## src/hdl/map_grid_line_generator_defines.svh

```systemverilog
// Assertion macros for the map grid line generator.
`ifndef MAP_GRID_LINE_GENERATOR_DEFINES_SVH
`define MAP_GRID_LINE_GENERATOR_DEFINES_SVH

// Same-cycle implication, checked at every rising edge outside reset.
`define MGLG_ASSERT_NOW(label, ante, cons) \
  label: assert property (@(posedge clk) disable iff (rst) (ante) |-> (cons)) \
    else $error("mglg: same-cycle check failed");

// Next-cycle implication.
`define MGLG_ASSERT_NEXT(label, ante, cons) \
  label: assert property (@(posedge clk) disable iff (rst) (ante) |=> (cons)) \
    else $error("mglg: next-cycle check failed");

`endif

```

## src/hdl/mglg_pkg.sv

```systemverilog
// Shared types and constants of the map grid line generator.
`timescale 1ns / 1ps
`default_nettype none
package mglg_pkg;

  localparam int NSLOTS  = 20;
  localparam int EPS_Q30 = 10737;

  localparam logic CMD_LOAD = 1'b0;
  localparam logic CMD_GO   = 1'b1;

  localparam logic REG_MIN_GRID = 1'b0;

  typedef enum logic [3:0] {
    S_IDLE, S_FETCH, S_PLEN, S_SEARCH, S_RANGE, S_COUNT, S_START,
    S_LINE, S_CLAMP, S_DIV, S_RD_A, S_RD_B, S_MUL, S_ACC, S_OUT, S_NOLINE
  } state_t;

  typedef struct packed {
    logic        start;
    logic [33:0] mag;
    logic [31:0] den;
  } div_req_t;

  typedef struct packed {
    logic        done;
    logic [31:0] quot;
  } div_rsp_t;

endpackage
`default_nettype wire

```

## src/hdl/mglg_div.sv

```systemverilog
// Radix-2 restoring divider: quotient of mag * 2^30 by den, one bit per cycle.
`timescale 1ns / 1ps
`default_nettype none
module mglg_div import mglg_pkg::*; (
  input  logic     clk,
  input  logic     rst,
  input  div_req_t req,
  output div_rsp_t rsp
);

  logic [32:0] rem;
  logic [31:0] low;
  logic [5:0]  cnt;
  logic        done;
  logic [33:0] trial;
  logic        ge;

  assign trial = {rem, low[31]};
  assign ge    = trial >= {2'b00, req.den};

  // den is held by the caller for the whole run
  always_ff @(posedge clk) begin
    if (rst) begin
      cnt  <= '0;
      done <= 1'b0;
    end else begin
      done <= 1'b0;
      if (req.start) begin
        // mag <= 2*den, so mag/4 < den: the top part never overflows
        rem <= {1'b0, req.mag[33:2]};
        low <= {req.mag[1:0], 30'b0};
        cnt <= 6'd32;
      end else if (cnt != 6'd0) begin
        rem  <= ge ? 33'(trial - {2'b00, req.den}) : trial[32:0];
        low  <= {low[30:0], ge};
        cnt  <= cnt - 6'd1;
        done <= (cnt == 6'd1);
      end
    end
  end

  assign rsp.done = done;
  assign rsp.quot = low;

endmodule
`default_nettype wire

```

## config.mk

```make
export PLATFORM = sky130hd
export DESIGN_NAME = mglg_div
export DESIGN_NICKNAME = d
export VERILOG_FILES = /design/src/hdl/map_grid_line_generator_defines.svh /design/src/hdl/mglg_pkg.sv /design/src/hdl/mglg_div.sv
export SDC_FILE = /design/constraint.sdc
export NUM_CORES = 1
export LEC_CHECK = 0
export ABC_AREA = 0
export BUFFER_PORTS_ARGS = -buffer_cell sky130_fd_sc_hd__buf_4
export CORE_AREA = 2 2 132 121
export CTS_BUF_LIST = sky130_fd_sc_hd__clkbuf_8
export CTS_CLUSTER_DIAMETER = 40
export DETAILED_ROUTE_END_ITERATION = 8
export DIE_AREA = 0 0 134 123
export HOLD_SLACK_MARGIN = 0.1
export MAX_ROUTING_LAYER = met4
export SLEW_MARGIN = 25
export SYNTH_ARGS = -nofsm -noshare
export SYNTH_HDL_FRONTEND = slang
export SYNTH_SLANG_ARGS = --single-unit
```

## constraint.sdc

```tcl
create_clock -name clk -period 6.7 [get_ports clk]
set_clock_uncertainty 0.2 [all_clocks]
set_input_delay 1.34 -clock clk [delete_from_list [all_inputs] [get_ports clk]]
set_output_delay 1.34 -clock clk [all_outputs]
set_load 0.01 [all_outputs]
```

==> tab_implementation.tex <==
\begin{tabular}{lr}
\hline
Metric & Value \\
\hline
\multicolumn{2}{l}{\textbf{Status}} \\
\quad Outcome & complete, no violations \\
\multicolumn{2}{l}{\textbf{Final layout}} \\
\quad Top library cells by usage in the layout, fill and taps aside & sky130\_fd\_sc\_hd\_\_buf\_4, sky130\_fd\_sc\_hd\_\_edfxtp\_1, sky130\_fd\_sc\_hd\_\_nand2\_1, sky130\_fd\_sc\_hd\_\_nor2\_1, sky130\_fd\_sc\_hd\_\_inv\_1 \\
\quad Most common cell after layout, fill and taps aside & sky130\_fd\_sc\_hd\_\_buf\_4 \\
\quad Number of inserted filler cells in the final layout & 1535 \\
\quad Footprint of the multi-input gates & 0.00280 mm\^{}2 \\
\quad Antenna diode count & 0 \\
\quad Number of nets in the finished design & 767 \\
\quad Register cell area after layout & 0.00209 mm\^{}2 \\
\quad Fraction of layout cells with a size suffix above 1 & 20.2\% \\
\quad Summed area of non-filler cells in the final layout & 0.00629 mm\^{}2 \\
\quad Area added between synthesis and finish & 21.5\% \\
\multicolumn{2}{l}{\textbf{Place}} \\
\quad Placed wire-length estimate & between 10000 and 15000 um \\
\quad Area post-placement & 0.00610 mm\^{}2 \\
\quad I/O Buffers & 101 \\
\quad Weighted congestion reported at the end of routability-driven placement & 0.934 \\
\quad Setup slack after placement & 1.48 ns \\
\multicolumn{2}{l}{\textbf{Synth}} \\
\quad Portion of synthesized cell area occupied by the leading cell type & 37.7\% \\
\quad Simple-gate share of the synthesized area & 20.1\% \\
\quad Per-instance average area after synthesis & between 9 and 10 um\^{}2 \\
\quad Multiplexer fraction of the synthesized cell area & 1.04\% \\
\quad Number of synthesis warnings & 0 \\
\quad Share of synthesized area occupied by flip-flops and latches & roughly two fifths \\
\quad Cell area after technology mapping & 0.00517 mm\^{}2 \\
\quad Post-Synth XOR/XNOR Area & 4.57\% \\
\quad Gate count of the mapped netlist & 570 \\
\quad Combinational family with the most area after synthesis & simple AND/OR/NAND/NOR gates \\
\quad Predominant post-synthesis flop cell & sky130\_fd\_sc\_hd\_\_edfxtp\_1 \\
\quad Total of flip-flops plus latches after synthesis & 72 \\
\quad Number of enable flip-flop cells after synthesis & 65 \\
\quad Number of distinct library cells after synthesis & 57 \\
\quad Cells taking the most area after synthesis & sky130\_fd\_sc\_hd\_\_edfxtp\_1, sky130\_fd\_sc\_hd\_\_ha\_1, sky130\_fd\_sc\_hd\_\_nand2\_1 \\
\quad Post-Syn Nets & 674 \\
\quad Share of async-settable or async-resettable flops after synthesis & 0\% \\
\quad Cell accounting for the most synthesized area & sky130\_fd\_sc\_hd\_\_edfxtp\_1 \\
\quad Adder-cell share of the synthesized area & 8.61\% \\
\quad Compound-cell area share of the yosys netlist & between 15 and 20\% \\
\multicolumn{2}{l}{\textbf{Pwr}} \\
\quad Static leakage & 2.67 nW \\
\quad VDD IR-drop max & 0.147 mV \\
\quad Power per standard cell area & 283 mW/mm\^{}2 \\
\multicolumn{2}{l}{\textbf{Floorplanning}} \\
\quad Core Region & around 0.015 mm\^{}2 \\
\quad Number of rows in the core area & 43 \\
\quad Horizontal extent of the die & between 100 and 150 um \\
\quad Die Outline Area & 0.0165 mm\^{}2 \\
\quad Initial cell density of the core & 34.2\% \\
\quad Top-level port count & 102 \\
\quad Die span in y & 123 um \\
\multicolumn{2}{l}{\textbf{Routing}} \\
\quad Remaining antenna violation count after routing & 0 \\
\quad Via count & around 4500 \\
\quad Routed Wire Length & 13900 um \\
\quad 1st-pass router iterations & 4 \\
\quad Routed via count divided by cell count & around 5.2 \\
\quad DR DRC count & 0 \\
\quad Detailed router's first-iteration violation count & approximately 230 \\
\quad Routed wire length per instance & between 15 and 20 um \\
\multicolumn{2}{l}{\textbf{Timing}} \\
\quad Pins over their slew limit & 0 \\
\quad Max Clk Rate & around 220 MHz \\
\quad Slew margin rel. & between 40 and 50\% \\
\quad Setup TNS Final & 0 ns \\
\quad Final period utilization & 67.3\% \\
\quad Crit path setup slack, layout & 2.19 ns \\
\quad Final count of hold timing violations & 0 \\
\quad Final Critical Period & 4.51 ns \\
\quad Transition time at the pin with the least slew margin & roughly 0.76 ns \\
\quad Setup repair after global routing missed its margin & false \\
\quad Final setup violation count & 0 \\
\multicolumn{2}{l}{\textbf{CTS}} \\
\quad Clock latency of the later-clocked register in the worst-skew pair & about 0.38 ns \\
\quad Clock transition at path regs & around 0.090 ns \\
\quad CTS tree & yes \\
\quad Number of buffers created by CTS & 9 \\
\quad H-Tree Depth & 3 \\
\quad CTS root buf & sky130\_fd\_sc\_hd\_\_clkbuf\_8 \\
\quad Total of cells resized after clock tree synthesis & 0 \\
\quad CTS hold repair buffers & 0 \\
\quad Post-CTS setup-driven buffer insertion count & 0 \\
\quad Sink count of the clock tree & 72 \\
\quad Maximum buffer depth of the clock tree & 2 \\
\multicolumn{2}{l}{\textbf{Flow run}} \\
\quad \# Max-Cap Violations & 0 \\
\multicolumn{2}{l}{\textbf{GRT}} \\
\quad Total Routing Usage GR & 18.1\% \\
\quad Largest net degree at the start of global routing & 64 \\
\quad Antenna violations before repair & 0 \\
\quad Total overflow reported by the global router & 0 \\
\quad Global-route wire length before repair & $\sim$23000 um \\
\quad Via count of the first global-routing pass & approximately 4600 \\
\multicolumn{2}{l}{\textbf{Worst setup path}} \\
\quad Category of the worst setup path capture point & flip-flop \\
\quad Flop2flop setup slack & 2.81 ns \\
\quad Arrival time at the worst endpoint & around 4.5 ns \\
\quad Sort of element at the start of the critical path & input pin \\
\quad CP required & between 6 and 7 ns \\
\quad Critical path type & in -> reg \\
\quad Highest net fanout along the worst path & 28 \\
\multicolumn{2}{l}{\textbf{Min path}} \\
\quad Type of the most critical hold path & reg -> reg \\
\hline
\end{tabular}
## worst paths after layout
path,startpoint,endpoint,cells past startpoint
worst max-delay path,req[0],rem[0]$_DFFE_PP_,12
worst min-delay path,cnt[1]$_SDFFE_PP0P_,cnt[1]$_SDFFE_PP0P_,2
worst max register to register,low[31]$_DFFE_PP_,rem[0]$_DFFE_PP_,12
worst min register to register,cnt[1]$_SDFFE_PP0P_,cnt[1]$_SDFFE_PP0P_,2
## layer usage
metal	track usage (%)	vias to the layer above	wire, um
met3	5.04	11	1050
met1	24.5	2145	6680
met4	4.65	0	139
met2	26.7	139	6010
li1	-	2248	-
met5	-	-	0
## stage by stage
stage | cells | hold slack [ns] | power (mW) | utilization (%)
after floorplan | 570 | 0.287 | 1.23 | -
after global placement | 854 | 0.302 | 1.43 | 40.4
after detailed placement | 854 | 0.324 | 1.44 | 40.4
after CTS | 870 | 0.336 | 1.79 | 41.6
after global routing | 870 | 0.358 | 1.92 | 41.6
final | 870 | 0.331 | 1.78 | 41.6
## logic make-up (layout without fill, tap and decap cells)
group | Yosys count | after routing
muxes | 5 | 5
and+or+nand+nor | 216 | 216
xor gates and xnor gates | 27 | 27
DFF | 72 | 72
buffers and inverters | 68 | 166
adders and majority gates | 35 | 35
AOI/OAI and AO/OA | 147 | 147
## flip-flops by register name (all words and copies together) (netlist names)
register,flops
rem,33
cnt,6
low,32
done,1
## cell usage after synthesis, drive strengths merged (4+ instances only)
master   count
or3          4
nor4         5
and2         5
ha          34
a21o        14
xnor2       18
nor4b        4
a2111oi      4
buf          9
nor2        62
nand4        7
xor2         9
o21ai       23
nand2       62
edfxtp      65
a31oi       18
and3        11
a2bb2oi      4
a221o        7
a21oi       41
o21a         4
nand3        4
inv         45
o21bai       6
a211oi       4
nor3        17
dfxtp        7
nor2b       30
o211ai       7
clkbuf      14
## report_power, final
group          internal [mW]  switching (mW)
registers              0.605          0.0492
logic                  0.335           0.451
clock network          0.141           0.199
total                   1.08           0.700
## cell type report
cell class | count | area share, %
well taps | 202 | 4.02
inverters | 45 | 2.69
flip-flops and latches | 72 | 33.3
clock buffers | 9 | 1.97
multi-input cells | 430 | 44.6
clock inverters | 7 | 0.955
repair buffers | 105 | 12.5
## worst max-delay path, stage by stage
cell,delay [ns]
sky130_fd_sc_hd__buf_4,0.11
sky130_fd_sc_hd__ha_1,0.20
sky130_fd_sc_hd__inv_1,0.08
sky130_fd_sc_hd__fa_1,0.25
sky130_fd_sc_hd__a211oi_1,0.13
sky130_fd_sc_hd__o211a_1,0.27
sky130_fd_sc_hd__a2111oi_4,0.40
sky130_fd_sc_hd__o21ai_2,0.13
sky130_fd_sc_hd__a2111oi_4,0.52
sky130_fd_sc_hd__or2_2,0.59
sky130_fd_sc_hd__a21oi_1,0.13
sky130_fd_sc_hd__mux2_2,0.27
Note: power is estimated with default switching activity, not from simulation.
